**src/design/sas_pkg.sv**
```systemverilog
// ----------------------------------------------------------------------------
// sas_pkg: shared types and constants for the SPI ADC channel scanner
// Opcodes, result kinds, frame phase codes and the result beat layout.
// ----------------------------------------------------------------------------
package sas_pkg;

  // input opcodes
  localparam logic [1:0] OP_TICK  = 2'd0;
  localparam logic [1:0] OP_WORD  = 2'd1;
  localparam logic [1:0] OP_FETCH = 2'd2;
  localparam logic [1:0] OP_READ  = 2'd3;

  // result kinds
  localparam logic [1:0] KIND_CMD      = 2'd0;
  localparam logic [1:0] KIND_STORED   = 2'd1;
  localparam logic [1:0] KIND_OVERRUN  = 2'd2;
  localparam logic [1:0] KIND_READBACK = 2'd3;

  // frame phase codes
  localparam logic [1:0] PHASE_FIRST  = 2'd0;
  localparam logic [1:0] PHASE_SECOND = 2'd1;
  localparam logic [1:0] PHASE_IDLE   = 2'd2;

  localparam logic [15:0] READING_MASK     = 16'h03FF;
  localparam logic [15:0] SINGLE_ENDED_BIT = 16'h8000;
  localparam int          CHANNEL_SHIFT    = 12;
  localparam logic [15:0] START_WORD       = 16'h0001;
  localparam logic [15:0] NO_READING       = 16'hFFFF;
  localparam logic [15:0] COUNT_MAX        = 16'hFFFF;

  // result queue
  localparam int RQ_DEPTH = 4;
  localparam int RQ_PTR_W = 2;
  localparam int RQ_CNT_W = 3;

  typedef struct packed {
    logic [1:0]  kind;
    logic [15:0] data;
    logic [2:0]  channel;
    logic        chip_select;
    logic        last;
  } result_t;

  typedef struct packed {
    logic    push0;
    logic    push1;
    result_t res0;
    result_t res1;
  } push_t;

endpackage

```
**src/design/sas_core.sv**
```systemverilog
// ----------------------------------------------------------------------------
// sas_core: scan state and result generation
// Holds frame phase, scan channel, select, overrun count and the readings;
// turns one accepted beat into up to two result beats.
// ----------------------------------------------------------------------------
module sas_core #(
  parameter int CHANNELS = 8
) (
  input  logic                clk,
  input  logic                rst_n,
  input  logic                accept,
  input  logic [1:0]          opcode,
  input  logic [15:0]         rx_word,
  input  logic [2:0]          read_channel,
  output sas_pkg::push_t      push
);

  localparam logic [3:0] CH_COUNT = 4'(CHANNELS);

  logic [1:0]  phase_r, phase_nxt;
  logic [2:0]  scan_r, scan_nxt;
  logic        selected_r, selected_nxt;
  logic [15:0] overrun_r, overrun_nxt;
  logic [15:0] readings_r [CHANNELS];
  logic        rd_wr_en;
  logic [15:0] rd_data;
  logic [15:0] stored_val;
  logic [15:0] cmd_word;
  logic [3:0]  scan_inc;

  assign stored_val = rx_word & sas_pkg::READING_MASK;
  assign cmd_word   = sas_pkg::SINGLE_ENDED_BIT | (16'(scan_r) << sas_pkg::CHANNEL_SHIFT);
  assign scan_inc   = {1'b0, scan_r} + 4'd1;
  assign rd_data    = ({1'b0, read_channel} < CH_COUNT) ? readings_r[read_channel]
                                                        : sas_pkg::NO_READING;

  always_comb begin
    phase_nxt    = phase_r;
    scan_nxt     = scan_r;
    selected_nxt = selected_r;
    overrun_nxt  = overrun_r;
    rd_wr_en     = 1'b0;
    push         = '0;
    if (accept) begin
      unique case (opcode)
        sas_pkg::OP_TICK: begin
          if (phase_r != sas_pkg::PHASE_IDLE && overrun_r != sas_pkg::COUNT_MAX) begin
            overrun_nxt = overrun_r + 16'd1;
          end
          selected_nxt = 1'b1;
          phase_nxt    = sas_pkg::PHASE_FIRST;
          push.push0   = 1'b1;
          push.res0    = '{sas_pkg::KIND_CMD, sas_pkg::START_WORD, scan_r, 1'b1, 1'b0};
          push.push1   = 1'b1;
          push.res1    = '{sas_pkg::KIND_CMD, cmd_word, scan_r, 1'b1, 1'b1};
        end
        sas_pkg::OP_WORD: begin
          if (phase_r == sas_pkg::PHASE_FIRST) begin
            phase_nxt = sas_pkg::PHASE_SECOND;   // first word only advances the phase, no beat
          end else begin
            phase_nxt    = sas_pkg::PHASE_IDLE;
            rd_wr_en     = 1'b1;
            selected_nxt = 1'b0;
            scan_nxt     = (scan_inc >= CH_COUNT) ? 3'd0 : scan_inc[2:0];
            push.push0   = 1'b1;
            push.res0    = '{sas_pkg::KIND_STORED, stored_val, scan_r, 1'b0, 1'b1};
          end
        end
        sas_pkg::OP_FETCH: begin
          overrun_nxt = '0;
          push.push0  = 1'b1;
          push.res0   = '{sas_pkg::KIND_OVERRUN, overrun_r, 3'd0, selected_r, 1'b1};
        end
        sas_pkg::OP_READ: begin
          push.push0 = 1'b1;
          push.res0  = '{sas_pkg::KIND_READBACK, rd_data, read_channel, selected_r, 1'b1};
        end
        default: ;
      endcase
    end
  end

  always_ff @(posedge clk) begin
    if (!rst_n) begin
      phase_r    <= sas_pkg::PHASE_IDLE;
      scan_r     <= '0;
      selected_r <= 1'b0;
      overrun_r  <= '0;
      for (int i = 0; i < CHANNELS; i++) begin
        readings_r[i] <= sas_pkg::NO_READING;
      end
    end else begin
      phase_r    <= phase_nxt;
      scan_r     <= scan_nxt;
      selected_r <= selected_nxt;
      overrun_r  <= overrun_nxt;
      if (rd_wr_en) begin
        readings_r[scan_r] <= stored_val;
      end
    end
  end

  // select only drops on a word that closes a frame
  a_sel_fall: assert property (@(posedge clk) disable iff (!rst_n)
    $fell(selected_r) |-> $past(accept && opcode == sas_pkg::OP_WORD))
    else $error("select released without a closing word");

  // overrun count only shrinks on a fetch
  a_ovr_dec: assert property (@(posedge clk) disable iff (!rst_n)
    $past(rst_n) && (overrun_r < $past(overrun_r))
      |-> $past(accept && opcode == sas_pkg::OP_FETCH))
    else $error("overrun count dropped without fetch");

  // scan channel stays in range
  a_scan_rng: assert property (@(posedge clk) disable iff (!rst_n)
    {1'b0, scan_r} < CH_COUNT)
    else $error("scan channel out of range");

endmodule

```
**src/design/sas_fifo.sv**
```systemverilog
// ----------------------------------------------------------------------------
// sas_fifo: result queue
// Four-entry queue taking up to two result beats a cycle, one out a cycle unless stalled.
// ----------------------------------------------------------------------------
module sas_fifo (
  input  logic             clk,
  input  logic             rst_n,
  input  sas_pkg::push_t   push,
  output logic             room,
  output logic             out_valid,
  input  logic             out_stall,
  output sas_pkg::result_t out_res
);

  sas_pkg::result_t              mem_r [sas_pkg::RQ_DEPTH];
  logic [sas_pkg::RQ_PTR_W-1:0] wr_ptr_r, wr_ptr_nxt;
  logic [sas_pkg::RQ_PTR_W-1:0] rd_ptr_r, rd_ptr_nxt;
  logic [sas_pkg::RQ_CNT_W-1:0] count_r, count_nxt;
  logic [sas_pkg::RQ_PTR_W-1:0] wr_ptr_p1;
  logic                          pop;
  logic [sas_pkg::RQ_CNT_W-1:0] n_push;

  assign wr_ptr_p1 = wr_ptr_r + sas_pkg::RQ_PTR_W'(1);
  assign pop       = out_valid && !out_stall;
  assign n_push    = sas_pkg::RQ_CNT_W'(push.push0) + sas_pkg::RQ_CNT_W'(push.push1);
  assign out_valid = (count_r != '0);
  assign out_res   = mem_r[rd_ptr_r];
  // space for a two-beat item
  assign room      = (count_r <= sas_pkg::RQ_CNT_W'(sas_pkg::RQ_DEPTH - 2));

  assign wr_ptr_nxt = wr_ptr_r + n_push[sas_pkg::RQ_PTR_W-1:0];
  assign rd_ptr_nxt = rd_ptr_r + sas_pkg::RQ_PTR_W'(pop);
  assign count_nxt  = count_r + n_push - sas_pkg::RQ_CNT_W'(pop);

  always_ff @(posedge clk) begin
    if (push.push0) begin
      mem_r[wr_ptr_r] <= push.res0;
    end
    if (push.push1) begin
      mem_r[wr_ptr_p1] <= push.res1;
    end
  end

  always_ff @(posedge clk) begin
    if (!rst_n) begin
      wr_ptr_r <= '0;
      rd_ptr_r <= '0;
      count_r  <= '0;
    end else begin
      wr_ptr_r <= wr_ptr_nxt;
      rd_ptr_r <= rd_ptr_nxt;
      count_r  <= count_nxt;
    end
  end

  a_no_ovf: assert property (@(posedge clk) disable iff (!rst_n)
    (push.push0 || push.push1) |-> room)
    else $error("result queue overflow");

  a_push_ord: assert property (@(posedge clk) disable iff (!rst_n)
    push.push1 |-> push.push0)
    else $error("second beat pushed without first");

endmodule

```
**src/design/spi_adc_channel_scanner.sv**
```systemverilog
// ----------------------------------------------------------------------------
// spi_adc_channel_scanner: round-robin scan controller for an 8-channel SPI ADC
// An accepted beat's results are registered into the result queue, behind any older results.
// Throughput: one input beat a cycle while the queue has room; a tick yields two
// result beats, so the result side (one beat a cycle when not stalled) sets the
// sustained rate under tick-heavy load. A four-entry result queue lets input be
// taken while results wait. Reset (rst_n low, synchronous): idle frame, channel 0,
// deselected, no overruns, all readings 0xFFFF, queue empty.
// ----------------------------------------------------------------------------
module spi_adc_channel_scanner #(
  parameter int CHANNELS = 8
) (
  input  logic        clk,
  input  logic        rst_n,
  // input beats
  input  logic        in_valid,
  output logic        in_stall,
  input  logic [1:0]  in_opcode,
  input  logic [15:0] in_rx_word,
  input  logic [2:0]  in_read_channel,
  // result beats
  output logic        out_valid,
  input  logic        out_stall,
  output logic [1:0]  out_kind,
  output logic [15:0] out_data,
  output logic [2:0]  out_channel,
  output logic        out_chip_select,
  output logic        out_last
);

  logic             accept;
  logic             room;
  sas_pkg::push_t   push;
  sas_pkg::result_t out_res;

  // stall only when the queue cannot take a two-beat item
  assign in_stall = !room;
  assign accept   = in_valid && room;

  // state update and result build, one beat per cycle while not stalled
  sas_core #(
    .CHANNELS (CHANNELS)
  ) u_core (
    .clk          (clk),
    .rst_n        (rst_n),
    .accept       (accept),
    .opcode       (in_opcode),
    .rx_word      (in_rx_word),
    .read_channel (in_read_channel),
    .push         (push)
  );

  // result queue decouples the two sides
  sas_fifo u_fifo (
    .clk       (clk),
    .rst_n     (rst_n),
    .push      (push),
    .room      (room),
    .out_valid (out_valid),
    .out_stall (out_stall),
    .out_res   (out_res)
  );

  assign out_kind        = out_res.kind;
  assign out_data        = out_res.data;
  assign out_channel     = out_res.channel;
  assign out_chip_select = out_res.chip_select;
  assign out_last        = out_res.last;

endmodule

```
**config.mk**
```make
export PLATFORM = sky130hd
export DESIGN_NAME = spi_adc_channel_scanner
export DESIGN_NICKNAME = d
export VERILOG_FILES = /design/src/design/sas_pkg.sv /design/src/design/sas_core.sv /design/src/design/sas_fifo.sv /design/src/design/spi_adc_channel_scanner.sv
export SDC_FILE = /design/constraint.sdc
export NUM_CORES = 1
export LEC_CHECK = 0
export ABC_AREA = 1
export BUFFER_PORTS_ARGS = -buffer_cell sky130_fd_sc_hd__buf_2
export CAP_MARGIN = 30
export CORE_ASPECT_RATIO = 0.5
export CORE_MARGIN = 3
export CORE_UTILIZATION = 65
export CTS_CLUSTER_SIZE = 10
export DETAILED_ROUTE_END_ITERATION = 12
export HOLD_SLACK_MARGIN = 0.05
export PLACE_DENSITY = 0.84
export SYNTH_ARGS = -nofsm -noshare
export SYNTH_HDL_FRONTEND = slang
export SYNTH_SLANG_ARGS = --single-unit
```
**constraint.sdc**
```tcl
create_clock -name clk -period 5.7 [get_ports clk]
set_clock_uncertainty 0.1 [all_clocks]
set_input_delay 0 -clock clk [delete_from_list [all_inputs] [get_ports clk]]
set_output_delay 0 -clock clk [all_outputs]
set_load 0.03 [all_outputs]
```
# Word-level counts from Yosys, hierarchy flattened
# Memory sizes are Yosys's and may differ from the RTL's. A register that Yosys moved wholly into a read port is not among the register bits.
# Cells that the tools add are included.
[word_totals]
register_bits = 29
mem_bits_rw = 220
input_bits = 25
out_inout_bits = 25
memories = 2
[memory_table]
columns = ["memory", "depth", "width", "rd", "rd_ports_with_merged_regs", "write_ports", "line", "source"]
rows = [
  ["u_core.readings_r", 8, 16, 1, 0, 8, "sas_core.sv:24", "logic [15:0] readings_r [CHANNELS];"],
  ["u_fifo.mem_r", 4, 23, 1, 1, 2, "sas_fifo.sv:15", "sas_pkg::result_t mem_r [sas_pkg::RQ_DEPTH];"],
]
[classes]
add_sub_neg = 8
n_lt_le_gt_ge = 2
n_eq_ne = 7
muxes = 28
bitwise_logic = 1
reduce_logical = 16
[ops]
columns = ["operator", "count"]
rows = [
  ["$pmux W23 S4", 1],
  ["$mux W48", 1],
  ["$mux W16", 2],
  ["$pmux W16 S2", 1],
  ["$mux W22", 1],
  ["$mux W21", 1],
  ["$add A16 B1 Y16 const B", 1],
  ["$ne A16 B16 Y1 const B", 1],
  ["$reduce_or A16 Y1", 1],
  ["$mux W1", 14],
  ["$reduce_and A3 Y1", 3],
  ["$mux W3", 2],
  ["$add A3 B1 Y4 const B", 1],
  ["$eq A2 B2 Y1 const B", 2],
  ["$ge A4 B4 Y1 const B", 1],
  ["$logic_not A2 Y1", 2],
  ["$mux W2", 2],
  ["$ne A2 B2 Y1 const B", 2],
  ["$pmux W1 S2", 2],
  ["$pmux W2 S2", 1],
  ["$reduce_bool A2 Y1", 2],
  ["$add A3 B3 Y3", 1],
  ["$le A3 B2 Y1 const B", 1],
  ["$logic_and A1 B1 Y1", 3],
  ["12 further kinds", 13],
]

# Depth between registers and ports, before layout
# Gate-level depths: netlist of the first run.
[logic_depth]
depth_word = 9
depth_mapped = 13
depth_no_buf = 13

# Cells and area by module
# From an unflattened synthesis of the first run, not the netlist that was laid out.
[unflattened]
hier_cells = 1280
area_unflattened_um2 = 11075.6
[modules_own_cells]
columns = ["mod", "n_inst", "cells_per_inst", "area_per_inst_um2"]
rows = [
  ["sas_core", 1, 721, 5750.5],
  ["sas_fifo", 1, 556, 5313.8],
  ["spi_adc_channel_scanner", 1, 3, 11.3],
]

# Worst setup path after synthesis of the first run
# OpenSTA, ideal clock, no wires.
[synth_timing]
path_kind = "register -> register"
startpoint = "reg u_fifo.count_r[1] (netlist bit)"
endpoint = "reg u_fifo.count_r[2] (netlist bit)"
setup_ps = 121
arrival_time_ps = 2115
t_required_ps = 5479
path_slack_ps = 3364
stages_incl_launch_ff = 14
n_path_buf = 0
synth_period_minus_slack_ps = 2336
path_cell_list = "dfxtp_1 a21oi_2 nand2_2 inv_2 nand2_1 inv_2 ha_1 inv_1 ha_1 inv_1 fa_1 xor2_1 o21ai_0 a21oi_1"
[synth_via]
elab_chain_len = 6
elab_cells_between_ends = 8
[synth_lines]
columns = ["element", "line", "source"]
rows = [
  ["from (decl)", "sas_fifo.sv:18", "logic [sas_pkg::RQ_CNT_W-1:0] count_r, count_nxt;"],
  ["from (signal assigned)", "sas_fifo.sv:52", "count_r <= count_nxt;"],
  ["$le A3 B2 Y1", "sas_fifo.sv:29", "assign room = (count_r <= sas_pkg::RQ_CNT_W'(sas_pkg::RQ_DEPTH - 2));"],
  ["$logic_and A1 B1 Y1", "spi_adc_channel_scanner.sv:38", "assign accept = in_valid && room;"],
  ["$mux W48", "sas_core.sv:44", "if (accept) begin"],
  ["$add A1 B1 Y2", "sas_fifo.sv:25", "assign n_push = sas_pkg::RQ_CNT_W'(push.push0) + sas_pkg::RQ_CNT_W'(push.push1);"],
  ["$add A3 B3 Y3", "sas_fifo.sv:33", "assign count_nxt = count_r + n_push - sas_pkg::RQ_CNT_W'(pop);"],
  ["$sub A3 B1 Y3 (*)", "sas_fifo.sv:33", ""],
]
# Every way passes the cells marked *; elsewhere a longest branch is shown, timed or not.
# A chain may end at the register's enable or synchronous reset.

==> results of run 1 <==
[worst register-to-register path, delay by kind of cell (launching register included)]
family | cells | cell delay (ns)
AOI/OAI and AO/OA | 1 | 0.23
buffers and inverters | 2 | 1.04
DFF | 1 | 0.34
and+or+nand+nor | 4 | 1.39
[timing repair]
item / in CTS / in global routing
setup endpoints to repair: 0 / 0
hold endpoints to repair: 126 / 0
hold buffers: 19 / 0
[per-stage QoR]
step            util  worst slack [ns]  instances
2_1_floorplan      -              3.36       1191
3_3_place_gp   0.687              2.46       1368
3_5_place_dp   0.687              2.33       1368
4_1_cts        0.747              2.32       1430
5_1_grt        0.747              2.10       1430
6_report       0.747              2.26       1430
[layout by cell type, fill, tap and decap left out, types with 36 or more instances in the layout]
cell / count
nand2_1: 215
nor2_1: 190
o21ai_0: 144
edfxtp_1: 116
nand3_1: 114
dfxtp_1: 93
inv_1: 68
buf_2: 43
o22ai_1: 40
a21oi_1: 36
[cell type report]
cell class / count / area (µm²) / area share
Tap cell: 198 / 248 / 0.0226
Clock buffer: 43 / 693 / 0.0632
Sequential cell: 209 / 5350 / 0.487
Timing Repair Buffer: 70 / 465 / 0.0424
Multi-Input combinational cell: 828 / 3920 / 0.357
Inverter: 82 / 308 / 0.0280
[power groups by stage]
stage | Sequential (mW) | Combinational (mW) | Clock, mW
floorplan | 1.94 | 0.905 | 0
global placement | 1.95 | 1.17 | 0
detailed placement | 1.96 | 1.21 | 0
CTS | 1.94 | 1.23 | 1.39
global route | 1.96 | 1.37 | 1.46
finish | 1.94 | 1.25 | 1.39
[routing by layer]
metal  GRT usage  vias up  part of all wire
li1            -     4086                 -
met5           0        -                 0
met4       0.109        0             0.026
met2       0.507      636              0.45
met1       0.443     4057              0.40
met3      0.0587       76              0.13
[path summary, 6_finish.rpt]
check | from | endpoint | cells after the start
max | u_fifo.count_r[1] | u_fifo.mem_r[3][17] | 7
min | u_fifo.mem_r[3][13] | u_fifo.mem_r[3][13] | 2
max reg2reg | u_fifo.count_r[1] | u_fifo.mem_r[3][17] | 7
min reg2reg | u_fifo.mem_r[3][13] | u_fifo.mem_r[3][13] | 2
[logic make-up (layout without fill, tap and decap cells)]
logic type | Yosys count | after routing
AOI/OAI and AO/OA | 262 | 262
DFF | 209 | 209
buffers and inverters | 154 | 195
adders and majority gates | 9 | 9
xor gates and xnor gates | 8 | 8
and+or+nand+nor | 549 | 549
[state kept, by name, indices dropped and copies added (netlist names)]
signal and cells:
u_fifo.mem_r 92, u_core.readings_r 88, u_core.overrun_r 16, u_core.scan_r 3, u_fifo.count_r 3, u_core.phase_r 2
u_fifo.rd_ptr_r 2, u_fifo.wr_ptr_r 2, u_core.selected_r 1
==> metrics, run 1 <==
fraction of final layout cells with drive strength greater than 1 0.0877; wire length of the first global-routing pass 42900 µm; fraction of the mapped netlist area in simple logic gates 0.234; top cell type by total area after synthesis edfxtp_1; Min Clock Period, post-route ~3.4 ns; main flop type after synthesis edfxtp_1; setup repair after global routing missed its margin no; worst path bufs/invs 2; Peak Freq 0.291 GHz; Chip Height between 90 and 100 µm; net switching fraction of the power 0.348; clock root cell clkbuf_16; DRT antenna net count 0; max_slew headroom 0.307; worst hold path class reg2reg; crit path max fanout 47; worst endpoint required time ~5.8 ns; reported net switching power around 1.6 mW; setup violators final 0; crit-path most repeated cell nor2_2; Placement Rows 31; fillers between 1000 and 1500; number of nets in the final layout ~1200; Reg clk slew, reported paths around 0.06 ns; core box area between 10000 and 15000 µm²; cells along the critical path a21oi_2 -> nand2_2 -> inv_2 -> nand2_1 -> nor2_2 -> nor2_2 -> inv_1; most frequent cell after synthesis nand2_1; Commonest cells post-synth nand2_1 (215), nor2_1 (190), o21ai_0 (144), edfxtp_1 (116), nand3_1 (114); sum of negative setup slack 0 ns; post-synthesis cell count roughly 1200; # Post-CTS Setup Buffers 0; TritonCTS Buffers 24; DR DRC count 0; cell-internal power 2.99 mW; via count of the first global-routing pass roughly 8400; Setup CP Type reg2reg; I/O Buffers 43; synthesized-area fraction occupied by xor and xnor cells 0.00707; Synth Area per Inst 8.32 µm²; dominant combinational cell family by area after synthesis simple AND/OR/NAND/NOR gates; hpwl dp between 15000 and 20000 µm; arrival time of data at the critical path endpoint roughly 3.5 ns; sequential group share of total power 0.423; Largest stage delay, worst path 0.67 ns; total power 4.59 mW; worst skew pair latency 0.51 ns; clock tree from TritonCTS yes; number of placed I/O pins 50; synthesis-to-finish area growth 10.7%; detailed router's first-iteration violation count 1349; via count about 8900; nets in the synthesized netlist between 1000 and 1500; Unique masters post-synth 34; Worst Hold Margin roughly 0.35 ns; count of max-cap constraint violations 0; Seq cells post-synth about 210; slowest stage cell, crit path nor2_2; crit end category flip-flop; synthesized-area fraction occupied by ao, oa, aoi and oai cells 0.142; max-slew violation count 0; CTS H-tree lvls 1; post-route fraction of the period consumed by the critical path 0.603; mapped cell area around 9900 µm²; element type at the critical path start flip-flop; Post-synth EDFFs 116; Max rail drop VDD about 0.23 mV; Largest delay share family, worst path simple AND/OR/NAND/NOR gates; All-Layer GR Usage 0.317; antenna cells 0; mux cell area share after synthesis 0; vias per std cell a little over 6; Warnings, synthesis 0; area of the die about 17000 µm²; wire length per cell after detailed routing 18.8 µm; First-pass DRT Iterations 6; largest net degree at the start of global routing 55; total of cells resized after clock tree synthesis 0; post-synthesis async set-or-reset flop share 0; status finished clean; Clock power frac 0.304; area share of fa/ha/maj cells after synthesis 0.0121; number of buffers on the longest clock path 3; number of antenna violations at the first check in global routing 0; GR Overflow Total 0; total wire length after detailed routing approximately 27000 µm; internal reg-to-reg setup slack ~2.3 ns; initial core utilization 0.674; Worst-Margin Slew 1.03 ns; PD cells 418 nW/µm²; register area share after synthesis 0.539; leak pwr 4.41 nW; GPL Wtd Cong 0.933; Placement Cell Area around 10000 µm²; Final Hold Vio Count 0; combinational power share 0.273; design area between 10000 and 15000 µm²; dominant cells by area after synthesis edfxtp_1 (35%), dfxtp_1 (19%), nand2_1 (8.1%), o21ai_0 (7.3%), nor2_1 (7.2%); area fraction of the dominant cell type after synthesis 0.351; horizontal die dimension between 150 and 200 µm; sinks on the clock net about 210
No activity file was read; power rests on OpenSTA's default activity.
==> run 2: changes to the inputs <==
- CORE_UTILIZATION: 65 -> 61
- PLACE_DENSITY: 0.84 -> 0.79
- clock period: 5.7 -> 3.47 ns (I/O delays scaled with it)
==> run 2 against run 1 <==
Against the previous run: worst hold slack got worse by 0.23 ns; routed wire length rose by 4.1%; utilization fell by 3.9 points; sequential cell count did not move; power rose by 65%; clock power rose by 64%; via count barely moved; worst setup slack got worse by 1.5 ns; combinational power rose by 64%; global-route usage fell by 0.50 points.
==> metrics, run 2 (synthesis gave the netlist of run 1 again) <==
element type at the critical path start flip-flop (unchanged); antenna cells 0 (unchanged); core box area 15700 µm² (was 14700 µm²); via count 8847 (was 8855); First-pass DRT Iterations 5 (was 6); largest net degree at the start of global routing 50 (was 55); Max rail drop VDD 0.350 mV (was 0.230 mV); post-route fraction of the period consumed by the critical path 0.791 (was 0.603); worst skew pair latency 0.51 ns (about the same); register containing the most flip-flops in the final layout u_fifo.mem_r (unchanged); PD cells 682 nW/µm² (was 418 nW/µm²); initial core utilization 0.633 (was 0.674); arrival time of data at the critical path endpoint 2.81 ns (was 3.50 ns); Min Clock Period, post-route 2.74 ns (was 3.44 ns); detailed router's first-iteration violation count 950 (was 1349); leak pwr 4.46 nW (was 4.41 nW); All-Layer GR Usage 0.312 (was 0.317); number of nets in the final layout 1260 (was 1249); clock root cell clkbuf_16 (unchanged); max_slew headroom 0.389 (was 0.307); sum of negative setup slack 0 ns (unchanged); Final Hold Vio Count 0 (unchanged); count of max-cap constraint violations 0 (unchanged); number of antenna violations at the first check in global routing 0 (unchanged); flip-flop count of the largest register after layout 92 (unchanged); TritonCTS Buffers 24 (unchanged); DRT antenna net count 0 (unchanged); GR Overflow Total 0 (unchanged); DR DRC count 0 (unchanged); wire length of the first global-routing pass 43000 µm (was 42900 µm); worst hold path class in2reg (was reg2reg); setup violators final 0 (unchanged); sinks on the clock net 209 (unchanged); Chip Height 96.1 µm (was 93.3 µm); total power 7.55 mW (was 4.59 mW); vias per std cell 6.05 (was 6.19); Setup CP Type reg2reg (unchanged); wire length per cell after detailed routing 19.2 µm (was 18.8 µm); Worst-Margin Slew 0.915 ns (was 1.03 ns); Reg clk slew, reported paths 0.06 ns (about the same); Peak Freq 0.365 GHz (was 0.291 GHz); fraction of final layout cells with drive strength greater than 1 0.0967 (was 0.0877); horizontal die dimension 186 µm (was 181 µm); clock tree from TritonCTS yes (unchanged); CTS H-tree lvls 1 (unchanged); total wire length after detailed routing 28000 µm (was 26900 µm); worst endpoint required time 3.54 ns (was 5.76 ns); synthesis-to-finish area growth 11.8% (was 10.7%); Placement Rows 32 (was 31); number of placed I/O pins 50 (unchanged); setup repair after global routing missed its margin no (unchanged); crit path max fanout 46 (was 47); total of cells resized after clock tree synthesis 0 (unchanged); leading cell type in the layout, fill and taps excluded nand2_1 (unchanged); crit end category flip-flop (unchanged); I/O Buffers 43 (unchanged); number of buffers on the longest clock path 3 (unchanged); max-slew violation count 0 (unchanged); hpwl dp 18400 µm (was 16700 µm); area of the die 17900 µm² (was 16900 µm²); GPL Wtd Cong 1.01 (was 0.933); top flop regs u_fifo.mem_r x92, u_core.readings_r x88, u_core.overrun_r x16 (unchanged); status finished clean (unchanged); via count of the first global-routing pass 8143 (was 8409); top library cells by usage in the layout, fill and taps aside nand2_1 (215), nor2_1 (190), o21ai_0 (144) (unchanged)
-- run 2: cell types whose count changed in the layout (fill, tap and decap cells not counted), sizes merged --
| cell | delta |
|---|---|
| buf | +12 |
| clkbuf | -2 |
| dlygate4sd3 | -1 |
-- run 2: path summary, 6_finish.rpt --
path | from | end | slack (ns) | depth (start not counted)
max | u_fifo.count_r[1] | u_core.readings_r[3][6] | 0.73 | 10
min | in_read_channel[2] | u_fifo.mem_r[1][4] | 0.12 | 5
max reg2reg | u_fifo.count_r[1] | u_core.readings_r[3][6] | 0.73 | 10
min reg2reg | u_fifo.mem_r[3][7] | u_fifo.mem_r[3][7] | 0.35 | 2
-- run 2: area by class of cell --
type	count	area [µm²]
flip-flops and latches	209	5350
repair buffers	81	546
clock buffers	41	686
multi-input cells	828	3920
fillers	1245	4580
well taps	221	277
inverters	82	308
-- run 2: power by group --
group / internal [mW] / leakage [nW] / switching, mW
registers: 3.02 / 1.87 / 0.204
clock network: 1.33 / 0.327 / 0.950
logic: 0.579 / 2.26 / 1.48
total: 4.92 / 4.46 / 2.63
-- run 2: routing by layer --
| layer | vias up | track usage | routed length [µm] |
|---|---|---|---|
| met4 | 0 | 0.0805 | 564 |
| met1 | 4204 | 0.422 | 11600 |
| met2 | 468 | 0.498 | 12700 |
| li1 | 4113 | - | - |
| met5 | - | 0 | 0 |
| met3 | 62 | 0.0932 | 3170 |
-- run 2: worst max-delay path, stage by stage (launching register included) --
cell     delay (ns)
dfxtp_1        0.33
a21oi_2        0.21
nand2_2        0.12
inv_2          0.07
buf_4          0.41
nand2_4        0.15
inv_2          0.10
nand2_2        0.08
nor2_1         0.23
nor2_1         0.23
inv_1          0.37
-- run 2: metrics by stage --
step | instances | cell area, µm² | hold WS, ns | util | worst slack, ns
2_1_floorplan | 1191 | 9910 | 0.125 | - | 1.13
4_1_cts | 1462 | 11100 | 0.103 | 0.708 | 0.759
3_5_place_dp | 1403 | 10200 | 0.313 | 0.652 | 0.779
6_report | 1462 | 11100 | 0.120 | 0.708 | 0.727
3_3_place_gp | 1403 | 10200 | 0.293 | 0.652 | 0.841
5_1_grt | 1462 | 11100 | 0.142 | 0.708 | 0.546
-- run 2: what timing repair did --
item | 4_1_cts | 5_1_grt
hold buffers | 18 | 0
buffers inserted | 0 | 0
hold endpoints to repair | 141 | 0
